--- src/rtl/sync_length_checksum_deframer_defines.svh ---
// assertion macros for the sync/length/checksum deframer
// depends on nothing; expects clk and rst_n in the scope of use
`ifndef SYNC_LENGTH_CHECKSUM_DEFRAMER_DEFINES_SVH
`define SYNC_LENGTH_CHECKSUM_DEFRAMER_DEFINES_SVH

`ifndef NO_ASSERTIONS

// same-cycle implication, checked outside reset
`define SLD_ASSERT_IMPL(lbl, ante, cons) \
    lbl: assert property (@(posedge clk) disable iff (!rst_n) (ante) |-> (cons)) \
        else $error("deframer check failed");

// next-cycle implication, checked outside reset
`define SLD_ASSERT_NEXT(lbl, ante, cons) \
    lbl: assert property (@(posedge clk) disable iff (!rst_n) (ante) |=> (cons)) \
        else $error("deframer check failed");

`else

`define SLD_ASSERT_IMPL(lbl, ante, cons)
`define SLD_ASSERT_NEXT(lbl, ante, cons)

`endif

`endif

--- src/rtl/sld_pkg.sv ---
// shared types and constants of the sync/length/checksum deframer
// depends on nothing
package sld_pkg;

    localparam int unsigned SLD_MAX_HELD_DEFAULT = 255;

    localparam logic [7:0]  SYNC_FIRST    = 8'h4E;   // 'N'
    localparam logic [7:0]  SYNC_SECOND   = 8'h58;   // 'X'
    localparam logic [15:0] MIN_FRAME     = 16'd6;
    localparam logic [31:0] TIMEOUT_RESET = 32'd1000;
    localparam int unsigned HEADER_BYTES  = 4;       // sync pair and length

    typedef enum logic {
        OP_BYTE = 1'b0,
        OP_TICK = 1'b1
    } op_t;

    typedef enum logic [1:0] {
        KIND_BODY   = 2'd0,
        KIND_GOOD   = 2'd1,
        KIND_BADSUM = 2'd2,
        KIND_ABORT  = 2'd3
    } kind_t;

    typedef struct packed {
        logic       operation;
        logic [7:0] data_byte;
    } in_item_t;

    typedef struct packed {
        kind_t      kind;
        logic [7:0] body_data;
        logic [7:0] body_position;
        logic [7:0] frame_length;
    } result_t;

    // registered input item handed to the frame logic
    typedef struct packed {
        logic     go;
        in_item_t item;
    } step_t;

    // result of one step, valid when the step produces an item
    typedef struct packed {
        logic    valid;
        result_t item;
    } step_result_t;

endpackage

--- src/rtl/sld_stream_if.sv ---
// valid/ready stream channel with a typed payload
// depends on nothing
interface sld_stream_if #(
    parameter type payload_t = logic [7:0]
) ();
    logic     valid;
    logic     ready;
    payload_t payload;

    modport source (output valid, output payload, input ready);
    modport sink   (input valid, input payload, output ready);
endinterface

--- src/rtl/sld_in_stage.sv ---
// input register of the deframer: holds one transfer until the frame logic takes it
// depends on sld_pkg and sld_stream_if
module sld_in_stage (
    input  logic              clk,
    input  logic              rst_n,
    sld_stream_if.sink        byte_stream,
    input  logic              advance,
    output sld_pkg::step_t    step
);
    import sld_pkg::*;

    logic     valid_reg;
    logic     valid_next;
    in_item_t item_reg;
    logic     take;

    // free slot or the held item leaves this cycle
    assign byte_stream.ready = !valid_reg || advance;
    assign take              = byte_stream.valid && byte_stream.ready;

    always_comb
    begin
        valid_next = valid_reg;
        if (take)
        begin
            valid_next = 1'b1;
        end
        else if (advance)
        begin
            valid_next = 1'b0;
        end
    end

    // control state
    always_ff @(posedge clk or negedge rst_n)
    begin
        if (!rst_n)
        begin
            valid_reg <= 1'b0;
        end
        else
        begin
            valid_reg <= valid_next;
        end
    end

    // payload, no reset
    always_ff @(posedge clk)
    begin
        if (take)
        begin
            item_reg <= byte_stream.payload;
        end
    end

    assign step.go   = valid_reg && advance;
    assign step.item = item_reg;

endmodule

--- src/rtl/sld_core.sv ---
// frame state and per-byte decode: sync hunt, length, checksum, timeout, buffer limit
// depends on sld_pkg and the assertion macros header
`include "sync_length_checksum_deframer_defines.svh"

module sld_core #(
    parameter int unsigned MAX_HELD_BYTES = sld_pkg::SLD_MAX_HELD_DEFAULT
) (
    input  logic                  clk,
    input  logic                  rst_n,
    input  logic                  cfg_we,
    input  logic [31:0]           cfg_data,
    input  sld_pkg::step_t        step,
    output sld_pkg::step_result_t result
);
    import sld_pkg::*;

    localparam int unsigned HW = $clog2(MAX_HELD_BYTES + 1);
    localparam int unsigned CW = (HW + 1 > 16) ? HW + 1 : 16;

    typedef enum logic [1:0] {
        PH_HUNT   = 2'd0,
        PH_GOT_N  = 2'd1,
        PH_LENGTH = 2'd2,
        PH_BODY   = 2'd3
    } phase_t;

    phase_t        phase_reg,   phase_next;
    logic [HW-1:0] held_reg,    held_next;
    logic [15:0]   exp_reg,     exp_next;
    logic [7:0]    sum_reg,     sum_next;
    logic [31:0]   timer_reg,   timer_next;
    logic [31:0]   timeout_reg;

    logic          held_any;
    logic          fresh;
    logic          stop;
    logic [7:0]    b;
    logic [15:0]   full_len;
    step_result_t  res;

    assign b        = step.item.data_byte;
    assign held_any = (held_reg != '0);
    assign full_len = {exp_reg[15:8], b};

    // one step of the frame decoder
    always_comb
    begin
        phase_next = phase_reg;
        held_next  = held_reg;
        exp_next   = exp_reg;
        sum_next   = sum_reg;
        timer_next = timer_reg;
        res        = '0;
        fresh      = !held_any;
        stop       = 1'b0;

        if (step.item.operation == OP_TICK)
        begin
            // timer runs only while bytes are held, saturating
            if (held_any && (timer_reg != '1))
            begin
                timer_next = timer_reg + 32'd1;
            end
        end
        else
        begin
            // timeout or buffer limit aborts what is held
            if (held_any && (timer_reg > timeout_reg))
            begin
                res.valid             = 1'b1;
                res.item.kind         = KIND_ABORT;
                res.item.frame_length = 8'(held_reg);
                fresh                 = 1'b1;
            end
            else if (held_any && (held_reg == HW'(MAX_HELD_BYTES)))
            begin
                res.valid             = 1'b1;
                res.item.kind         = KIND_ABORT;
                res.item.frame_length = 8'(held_reg);
                stop                  = 1'b1;
            end

            if (stop || fresh)
            begin
                phase_next = PH_HUNT;
                held_next  = '0;
                exp_next   = '0;
                sum_next   = '0;
                timer_next = '0;
            end

            if (!stop)
            begin
                if (fresh)
                begin
                    // nothing held: look for the first sync byte
                    if (b == SYNC_FIRST)
                    begin
                        phase_next = PH_GOT_N;
                        held_next  = HW'(1);
                        sum_next   = b;
                    end
                end
                else
                begin
                    unique case (phase_reg)
                        PH_GOT_N:
                        begin
                            if (b == SYNC_SECOND)
                            begin
                                phase_next = PH_LENGTH;
                                held_next  = HW'(2);
                                sum_next   = sum_reg + b;
                            end
                            else if (b == SYNC_FIRST)
                            begin
                                sum_next = b;
                            end
                            else
                            begin
                                phase_next = PH_HUNT;
                                held_next  = '0;
                                exp_next   = '0;
                                sum_next   = '0;
                                timer_next = '0;
                            end
                        end
                        PH_LENGTH:
                        begin
                            sum_next = sum_reg + b;
                            if (held_reg == HW'(2))
                            begin
                                exp_next  = {b, 8'h00};
                                held_next = HW'(3);
                            end
                            else if (full_len < MIN_FRAME)
                            begin
                                // short length drops the frame silently
                                phase_next = PH_HUNT;
                                held_next  = '0;
                                exp_next   = '0;
                                sum_next   = '0;
                                timer_next = '0;
                            end
                            else
                            begin
                                exp_next   = full_len;
                                held_next  = HW'(HEADER_BYTES);
                                phase_next = PH_BODY;
                            end
                        end
                        PH_BODY:
                        begin
                            res.valid = 1'b1;
                            if ((CW'(held_reg) + CW'(1)) >= CW'(exp_reg))
                            begin
                                // last byte carries the checksum
                                res.item.kind         = (b == sum_reg) ? KIND_GOOD : KIND_BADSUM;
                                res.item.frame_length = exp_reg[7:0];
                                phase_next = PH_HUNT;
                                held_next  = '0;
                                exp_next   = '0;
                                sum_next   = '0;
                                timer_next = '0;
                            end
                            else
                            begin
                                res.item.kind          = KIND_BODY;
                                res.item.body_data     = b;
                                res.item.body_position = 8'(held_reg - HW'(HEADER_BYTES));
                                sum_next  = sum_reg + b;
                                held_next = held_reg + HW'(1);
                            end
                        end
                        default:
                        begin
                            phase_next = PH_HUNT;
                            held_next  = '0;
                            exp_next   = '0;
                            sum_next   = '0;
                            timer_next = '0;
                        end
                    endcase
                end
            end
        end
    end

    assign result.valid = step.go && res.valid;
    assign result.item  = res.item;

    // frame state and timeout register
    always_ff @(posedge clk or negedge rst_n)
    begin
        if (!rst_n)
        begin
            phase_reg   <= PH_HUNT;
            held_reg    <= '0;
            exp_reg     <= '0;
            sum_reg     <= '0;
            timer_reg   <= '0;
            timeout_reg <= TIMEOUT_RESET;
        end
        else
        begin
            if (step.go)
            begin
                phase_reg <= phase_next;
                held_reg  <= held_next;
                exp_reg   <= exp_next;
                sum_reg   <= sum_next;
                timer_reg <= timer_next;
            end
            if (cfg_we)
            begin
                timeout_reg <= cfg_data;
            end
        end
    end

    // hunting and an empty hold go together
    `SLD_ASSERT_IMPL(a_hunt_empty, phase_reg == PH_HUNT, held_reg == '0)
    `SLD_ASSERT_IMPL(a_held_in_frame, held_reg != '0, phase_reg != PH_HUNT)
    // body phase always has the full header held, within the buffer limit
    `SLD_ASSERT_IMPL(a_body_header, phase_reg == PH_BODY,
        (held_reg >= HW'(HEADER_BYTES)) && (held_reg <= HW'(MAX_HELD_BYTES)))
    // a verdict closes the frame
    `SLD_ASSERT_NEXT(a_verdict_clears, result.valid &&
        (result.item.kind == KIND_GOOD || result.item.kind == KIND_BADSUM),
        phase_reg == PH_HUNT && held_reg == '0)

endmodule

--- src/rtl/sld_out_stage.sv ---
// result register of the deframer: holds one result until the sink takes it
// depends on sld_pkg and sld_stream_if
module sld_out_stage (
    input  logic                 clk,
    input  logic                 rst_n,
    input  sld_pkg::step_result_t result,
    output logic                 can_take,
    sld_stream_if.source         result_stream
);
    import sld_pkg::*;

    logic    valid_reg;
    logic    valid_next;
    result_t item_reg;
    logic    load;

    // empty or emptying this cycle
    assign can_take = !valid_reg || result_stream.ready;
    assign load     = can_take && result.valid;

    always_comb
    begin
        valid_next = valid_reg;
        if (load)
        begin
            valid_next = 1'b1;
        end
        else if (result_stream.ready)
        begin
            valid_next = 1'b0;
        end
    end

    // control state
    always_ff @(posedge clk or negedge rst_n)
    begin
        if (!rst_n)
        begin
            valid_reg <= 1'b0;
        end
        else
        begin
            valid_reg <= valid_next;
        end
    end

    // payload, no reset
    always_ff @(posedge clk)
    begin
        if (load)
        begin
            item_reg <= result.item;
        end
    end

    assign result_stream.valid   = valid_reg;
    assign result_stream.payload = item_reg;

endmodule

--- src/rtl/sync_length_checksum_deframer.sv ---
// top level of the sync/length/checksum deframer
// depends on sld_pkg, sld_stream_if, sld_in_stage, sld_core, sld_out_stage
//
//  channel        | role   | payload
//  ---------------+--------+-------------------------------------------------
//  byte_stream    | sink   | operation, data_byte
//  result_stream  | source | kind, body_data, body_position, frame_length
//  cfg_we/cfg_data| write  | timeout_ticks
//
// one transfer per cycle while the result stream keeps up; an input transfer passes
// the input register, then the frame logic into the result register.
// reset clears the frame state and sets timeout_ticks to 1000; no clearing pass.
// a stalled result stream holds the result register and backs up into the
// input register, which then drops ready; ticks pass the frame logic but give no result.
module sync_length_checksum_deframer #(
    parameter int unsigned MAX_HELD_BYTES = sld_pkg::SLD_MAX_HELD_DEFAULT
) (
    input  logic         clk,
    input  logic         rst_n,
    input  logic         cfg_we,
    input  logic [31:0]  cfg_data,
    sld_stream_if.sink   byte_stream,
    sld_stream_if.source result_stream
);
    import sld_pkg::*;

    step_t        step;
    step_result_t result;
    logic         advance;

    // input register
    sld_in_stage u_in (
        .clk         (clk),
        .rst_n       (rst_n),
        .byte_stream (byte_stream),
        .advance     (advance),
        .step        (step)
    );

    // frame decoder
    sld_core #(
        .MAX_HELD_BYTES (MAX_HELD_BYTES)
    ) u_core (
        .clk      (clk),
        .rst_n    (rst_n),
        .cfg_we   (cfg_we),
        .cfg_data (cfg_data),
        .step     (step),
        .result   (result)
    );

    // result register
    sld_out_stage u_out (
        .clk           (clk),
        .rst_n         (rst_n),
        .result        (result),
        .can_take      (advance),
        .result_stream (result_stream)
    );

endmodule

--- src/flat_wrapper.sv ---
// flat-port wrapper written by rule: the top's interface ports become plain ports
module sync_length_checksum_deframer_flat import sld_pkg::*;
#(
    parameter int unsigned MAX_HELD_BYTES = sld_pkg::SLD_MAX_HELD_DEFAULT
)
  (clk, rst_n, cfg_we, cfg_data, byte_stream_valid, byte_stream_payload, byte_stream_ready, result_stream_valid, result_stream_payload, result_stream_ready);
  sld_stream_if #(.payload_t(in_item_t)) byte_stream_i ();
  sld_stream_if #(.payload_t(result_t)) result_stream_i ();
  input  logic clk;
  input  logic rst_n;
  input  logic cfg_we;
  input  logic [31:0] cfg_data;
  input wire logic [$bits(byte_stream_i.valid)-1:0] byte_stream_valid;
  input wire logic [$bits(byte_stream_i.payload)-1:0] byte_stream_payload;
  output wire logic [$bits(byte_stream_i.ready)-1:0] byte_stream_ready;
  output wire logic [$bits(result_stream_i.valid)-1:0] result_stream_valid;
  output wire logic [$bits(result_stream_i.payload)-1:0] result_stream_payload;
  input wire logic [$bits(result_stream_i.ready)-1:0] result_stream_ready;
  assign byte_stream_i.valid = byte_stream_valid;
  assign byte_stream_i.payload = byte_stream_payload;
  assign byte_stream_ready = byte_stream_i.ready;
  assign result_stream_valid = result_stream_i.valid;
  assign result_stream_payload = result_stream_i.payload;
  assign result_stream_i.ready = result_stream_ready;
  sync_length_checksum_deframer #(.MAX_HELD_BYTES(MAX_HELD_BYTES)) u_core (.clk(clk), .rst_n(rst_n), .cfg_we(cfg_we), .cfg_data(cfg_data), .byte_stream(byte_stream_i), .result_stream(result_stream_i));
endmodule
--- config.mk ---
export PLATFORM = sky130hd
export DESIGN_NAME = sync_length_checksum_deframer_flat
export DESIGN_NICKNAME = d
export VERILOG_FILES = /design/src/rtl/sld_pkg.sv /design/src/rtl/sld_stream_if.sv /design/src/rtl/sld_in_stage.sv /design/src/rtl/sld_core.sv /design/src/rtl/sld_out_stage.sv /design/src/rtl/sync_length_checksum_deframer.sv /design/src/flat_wrapper.sv
export VERILOG_INCLUDE_DIRS = /design/src /design/src/rtl
export SDC_FILE = /design/constraint.sdc
export NUM_CORES = 1
export LEC_CHECK = 0
export BUFFER_PORTS_ARGS = -buffer_cell sky130_fd_sc_hd__buf_2
export CAP_MARGIN = 20
export CORE_UTILIZATION = 55
export CTS_BUF_LIST = sky130_fd_sc_hd__clkbuf_8
export CTS_CLUSTER_DIAMETER = 60
export DETAILED_ROUTE_END_ITERATION = 12
export GPL_TIMING_DRIVEN = 0
export HOLD_SLACK_MARGIN = 0.03
export MAX_ROUTING_LAYER = met4
export PLACE_DENSITY_LB_ADDON = 0.08
export SLEW_MARGIN = 20
export SYNTH_ARGS = -nofsm -noshare
export SYNTH_HDL_FRONTEND = slang
export SYNTH_HIERARCHICAL = 1
export SYNTH_SLANG_ARGS = --single-unit
--- constraint.sdc ---
create_clock -name clk -period 5.4 [get_ports clk]
set_clock_uncertainty 0.15 [all_clocks]
set_input_delay 1.08 -clock clk [delete_from_list [all_inputs] [get_ports clk]]
set_output_delay 1.08 -clock clk [all_outputs]
set_load 0.05 [all_outputs]
==> flow_metrics.env, run 1 <==
export IMPL_yosysUniqueCellTypes=65
export IMPL_cts_setup_buffers=0
export IMPL_layout_drive_gt1_share_pct=15.96
export IMPL_ios=74
export IMPL_dp_cells=1035
export IMPL_maxCapViolCount=0
export IMPL_grt_pass1_vias=6096
export IMPL_setup_violations=0
export IMPL_multi_input_area_mm2=0.003671
export IMPL_vias=6315
export IMPL_rsz0062_at_grt="no"
export IMPL_vdd_drop_max_v=0.0001982
export IMPL_fillers=1086
export IMPL_yosys_top_cells_count="94 x dfrtp_1, 94 x nand2_1, 87 x o21ai_0"
export IMPL_dieArea_mm2=0.01417
export IMPL_syn_avg_cell_area_um2=9.586
export IMPL_clock_path_buffers=2
export IMPL_grt_max_degree=77
export IMPL_cp_num_buf_inv=2
export IMPL_slew_headroom_pct=50.64
export IMPL_place_ws_ns=0.9159
export IMPL_final_cell_area_mm2=0.008542
export IMPL_rows=42
export IMPL_maxSlewViolCount=0
export IMPL_gr_total_overflow=0
export IMPL_status="finished clean"
export IMPL_clk_pin_slew_ns=0.07
export IMPL_cp_end_kind="flop"
export IMPL_area_delta_synth_final_pct=13.37
export IMPL_synth_area_leaders="dfrtp_1 31%, edfxtp_1 14%, ha_1 9.1%"
export IMPL_p_per_area_mw_per_mm2=244.8
export IMPL_synth_ff_type="dfrtp_1"
export IMPL_finalCritPeriodShare_pct=84.42
export IMPL_min_period_ns=4.559
export IMPL_yosysTopAreaCell="dfrtp_1"
export IMPL_ys_warn_count=6
export IMPL_route_detailed_drc=0
export IMPL_worst_skew_pair_late_latency_ns=0.46
export IMPL_cts_root_buf="clkbuf_8"
export IMPL_cts_num_sinks=135
export IMPL_yosysSeqAreaShare_pct=47.26
export IMPL_finalSetupTns_ns=0
export IMPL_syn_area_mm2=0.007535
export IMPL_synth_top_area_share_pct=31.22
export IMPL_required_ns=5.57
export IMPL_die_h_um=119.0
export IMPL_viasPerCell=5.924
export IMPL_grt_pass1_wl_um=30730
export IMPL_dpl_instance_area_mm2=0.008149
export IMPL_start_util_pct=56.67
export IMPL_routed_wirelength_um=18450
export IMPL_htree_levels=4
export IMPL_tightestPinTransition_ns=0.7359
export IMPL_crit_slowest_cell="dfrtp_1"
export IMPL_drt_iter0_drc=663
export IMPL_synth_edff_count=35
export IMPL_wl_per_cell_um=17.31
export IMPL_critPathKind="reg -> reg"
export IMPL_fp_dieW_um=119.0
export IMPL_antenna_found_initial=0
export IMPL_core_area_mm2=0.01330
export IMPL_fin_ws_ns=0.8411
export IMPL_cp_cell_sequence="inv_1 -> nor3_1 -> and3_1 -> nor2_1 -> or2_2 -> ha_1 -> o21a_1 -> o211ai_1 -> a31oi_1 -> o21a_1 -> nand3_1 -> and3_1 -> a31oi_1 -> buf_2 -> a31oi_1"
export IMPL_critPathMaxStageDelay_ns=0.50
export IMPL_dr_pass1_iters=7
export IMPL_cts_tree="done"
export IMPL_portBuffers=72
export IMPL_synth_fp_nets=888
export IMPL_synthCells=786
export IMPL_fmax_mhz=219.4
export IMPL_leakage_nw=3.746
export IMPL_gp_congestion=0.8686
export IMPL_cp_start_kind="flop"
export IMPL_cp_arrival_ns=4.73
export IMPL_diodes=0
export IMPL_register_area_mm2=0.003561
export IMPL_hp_class="in -> async"
export IMPL_cts_hold_buffers_added=0
export IMPL_hold_viol_final=0
export IMPL_grt_total_usage_pct=28.85
export IMPL_cts_buffers_inserted=17
export IMPL_cts_resized=0
export IMPL_synth_seq_cells=135
export IMPL_synth_async_reset_ratio_pct=74.07
export IMPL_crit_fanout=10
export IMPL_critical_path_most_common_cell="a31oi_1"
export IMPL_stdcell_count=1066
export IMPL_dp_hpwl_um=13510
export IMPL_antenna_left=0
export IMPL_layout_nets=980
export IMPL_critical_path_top_delay_family="simple AND/OR/NAND/NOR gates"
cells in the final DEF, fill, tap and decap left out, types with 27 or more instances in the layout:
| cell | n |
|---|---|
| o21ai_0 | 87 |
| a21oi_1 | 44 |
| nand2_1 | 94 |
| inv_1 | 50 |
| dfrtp_1 | 94 |
| edfxtp_1 | 35 |
| nor2_1 | 55 |
| ha_1 | 55 |
| buf_2 | 73 |
| a31oi_1 | 27 |
final timing paths:
kind / cells after the start / endpoint / startpoint / slack [ns]
worst min-delay path: 1 / u_core/u_core/held_reg[2] / rst_n / 0.34
worst max register to register: 15 / u_core/u_core/timer_reg[11] / u_core/u_core/held_reg[2] / 0.84
worst max-delay path: 15 / u_core/u_core/timer_reg[11] / u_core/u_core/held_reg[2] / 0.84
max in group asynchronous: 2 / u_core/u_core/timeout_reg[3] / rst_n / 4.07
worst min register to register: 2 / u_core/u_core/sum_reg[2] / u_core/u_core/sum_reg[2] / 0.35
min in group clk: 2 / u_core/u_core/sum_reg[2] / u_core/u_core/sum_reg[2] / 0.35
worst reg2reg max path, delay by kind of cell (launching register included):
family	cells	cell delay, ns
flops	1	0.50
compound gates	6	1.36
simple gates	6	1.61
buf+inv	2	0.50
fa+ha+maj	1	0.30
report_power, final:
part / switching [mW] / total [mW] / internal, mW / leakage, nW
sequential: 0.0211 / 1.10 / 1.08 / 1.62
combinational: 0.0958 / 0.150 / 0.0543 / 1.94
clock: 0.395 / 0.843 / 0.448 / 0.186
cells by family after synthesis:
kind of cell	Yosys count	share of synthesized area, %
AO/OA/AOI/OAI	232	19.78
multiplexers	1	0.1494
flip-flops	135	47.26
AND/OR/NAND/NOR	266	17.54
buffers and inverters	80	4.018
adder cells (fa/ha/maj)	56	9.399
XOR/XNOR	16	1.860
layout make-up:
class,count,share of cell area [%]
Clock buffer,17,2.739
Inverter,51,2.241
Timing Repair Buffer,73,4.614
Clock inverter,14,1.860
Multi-Input combinational cell,571,42.98
Buffer,29,1.304
Tap cell,176,2.578
Sequential cell,135,41.69
per-stage QoR:
stage / util (%) / hold WS [ns] / power, mW
floorplan: - / 0.3038 / 1.197
global placement: 61.04 / 0.3263 / 1.257
detailed placement: 61.29 / 0.3327 / 1.269
CTS: 64.25 / 0.3127 / 2.116
global route: 64.25 / 0.3246 / 2.184
finish: 64.25 / 0.3357 / 2.091
per-layer routing:
| metal | GRT usage [%] | up-vias | share of wire, % |
|---|---|---|---|
| met2 | 41.53 | 228 | 44 |
| li1 | - | 3049 | - |
| met1 | 40.71 | 3011 | 48 |
| met3 | 6.130 | 27 | 6.2 |
| met4 | 9.256 | 0 | 1.6 |
| met5 | - | - | 0 |
(Power assumes the default switching activity.)
==> run 2: changes to the inputs <==
clock period = 3.9 ns   (was 5.4 ns; I/O delays follow)
==> flow_metrics.env, run 2 (same netlist as run 1, synthesis figures left out) <==
export IMPL_slew_headroom_pct=58.15
export IMPL_reg2reg_depth=13
export IMPL_dr_pass1_iters=6
export IMPL_leakage_nw=3.792
export IMPL_gr_total_overflow=0
export IMPL_stdcell_count=1069
export IMPL_hold_start="byte_stream_payload[3]"
export IMPL_clk_pin_slew_ns=0.08
export IMPL_gp_congestion=0.8686
export IMPL_maxCapViolCount=0
export IMPL_dp_cells=1035
export IMPL_fmax_mhz=263.4
export IMPL_critPathKind="reg -> reg"
export IMPL_finalCritPeriodShare_pct=97.34
export IMPL_final_cell_mix="94 x nand2_1, 91 x dfrtp_1, 86 x o21ai_0"
export IMPL_r2r_slack_ns=0.10
export IMPL_antenna_found_initial=0
export IMPL_dp_hpwl_um=13510
export IMPL_rr_endpoint="u_core/u_out/result_stream.payload[1]"
export IMPL_grt_pass1_wl_um=30710
export IMPL_ios=74
export IMPL_tightestPinTransition_ns=0.6277
export IMPL_grt_total_usage_pct=28.86
export IMPL_route_detailed_drc=0
export IMPL_wl_met3_um=1215
export IMPL_critPathMaxStageDelay_ns=0.47
export IMPL_viasPerCell=5.914
export IMPL_min_to="u_core/u_in/step[3]"
export IMPL_cp_cell_sequence="inv_1 -> nor3_4 -> and3_1 -> nor2_1 -> or2_2 -> ha_1 -> o21a_1 -> o211ai_1 -> a31oi_2 -> o21ai_0 -> a211oi_2 -> and4_1 -> a22o_1"
export IMPL_critical_path_top_delay_family="compound AO/OA/AOI/OAI gates"
export IMPL_maxUsedRoutingLayer="met4"
export IMPL_cp_arrival_ns=3.96
export IMPL_final_common_cell="nand2_1"
export IMPL_finalSetupTns_ns=0
export IMPL_clock_path_buffers=2
export IMPL_required_ns=4.07
export IMPL_cts_num_sinks=135
export IMPL_rsz0062_at_grt="yes"
export IMPL_hold_viol_final=0
export IMPL_die_h_um=119.0
export IMPL_crit_slowest_cell="a211oi_2"
export IMPL_vdd_drop_max_v=0.0002743
export IMPL_layout_nets=983
export IMPL_min_period_ns=3.796
export IMPL_dieArea_mm2=0.01417
export IMPL_htree_levels=4
export IMPL_dpl_instance_area_mm2=0.008149
export IMPL_area_delta_synth_final_pct=14.76
export IMPL_setup_violations=0
export IMPL_wl_per_cell_um=17.39
export IMPL_p_per_area_mw_per_mm2=335.6
export IMPL_layout_drive_gt1_share_pct=17.92
export IMPL_route_met2_wl_um=8262
export IMPL_fp_dieW_um=119.0
export IMPL_utilization_pct=65.04
export IMPL_cts_tree="done"
export IMPL_vias=6322
export IMPL_final_cell_area_mm2=0.008647
export IMPL_start_util_pct=56.67
export IMPL_hp_class="in -> reg"
export IMPL_hold_path_depth=1
export IMPL_drt_iter0_drc=629
export IMPL_cp_start_kind="flop"
export IMPL_routed_wirelength_um=18590
export IMPL_reg2reg_from="u_core/u_core/held_reg[2]"
export IMPL_core_area_mm2=0.01330
export IMPL_fin_ws_ns=0.1038
export IMPL_crit_fanout=6
export IMPL_place_ws_ns=-0.5841
export IMPL_cts_root_buf="clkbuf_8"
export IMPL_diodes=0
export IMPL_cp_num_buf_inv=1
export IMPL_maxSlewViolCount=0
export IMPL_wirelength_met1_um=8803
export IMPL_status="finished clean"
export IMPL_portBuffers=72
export IMPL_cts_buffers_inserted=17
export IMPL_cp_end_kind="flop"
export IMPL_antenna_left=0
export IMPL_rows=42
export IMPL_grt_pass1_vias=6094
export IMPL_grt_max_degree=77
export IMPL_worst_skew_pair_late_latency_ns=0.46
## run 2: changes by cell type in the layout (fill, tap and decap cells not counted), sizes merged
| cell | before | now |
|---|---|---|
| buf | 76 | 78 |
| dlygate4sd3 | 0 | 1 |
## run 2: report_power, final
part | total (mW) | switching [mW] | internal, mW
clock network | 1.17 | 0.548 | 0.620
logic | 0.213 | 0.135 | 0.0784
registers | 1.52 | 0.0293 | 1.49
total | 2.90 | 0.713 | 2.19
## run 2: metrics by stage
| step | hold slack, ns | power, mW |
|---|---|---|
| after floorplan | 0.3038 | 1.657 |
| after global placement | 0.3263 | 1.740 |
| after detailed placement | 0.3327 | 1.756 |
| after CTS | 0.3118 | 2.932 |
| after global routing | 0.3118 | 3.029 |
| final | 0.3416 | 2.902 |
## run 2: worst max path at each step
stage / start / end / cells past startpoint
6_report: u_core/u_core/held_reg[2] / u_core/u_out/result_stream.payload[1] / 13
5_1_grt: u_core/u_core/held_reg[2] / u_core/u_core/timer_reg[11] / 15
4_1_cts: u_core/u_core/held_reg[0] / u_core/u_core/timer_reg[11] / 15
3_5_place_dp: u_core/u_core/held_reg[2] / u_core/u_core/timer_reg[9] / 15
3_3_place_gp: u_core/u_core/held_reg[2] / u_core/u_core/timer_reg[25] / 15
2_1_floorplan: u_core/u_core/held_reg[2] / u_core/u_core/exp_reg[10] / 13
## run 2: final cells by class
cell class	instances	area, um2
Timing Repair Buffer	76	419.2
Clock buffer	17	234.0
Inverter	51	191.4
Buffer	29	120.1
Tap cell	176	220.2
Fill cell	1069	4648
Clock inverter	14	158.9
Sequential cell	135	3565
Multi-Input combinational cell	571	3739
## run 2: what timing repair did
item	CTS	global route
hold endpoints to repair	24	0
gates resized for setup	8	16
endpoints found under the setup margin	64	95
buffers inserted	2	0
hold buffers	1	0
pin swaps	2	1
## run 2: per-layer routing
layer	up-vias	global-route usage [%]
met5	-	-
met4	0	9.731
met3	27	6.082
met2	235	41.32
met1	3005	40.78
li1	3055	-
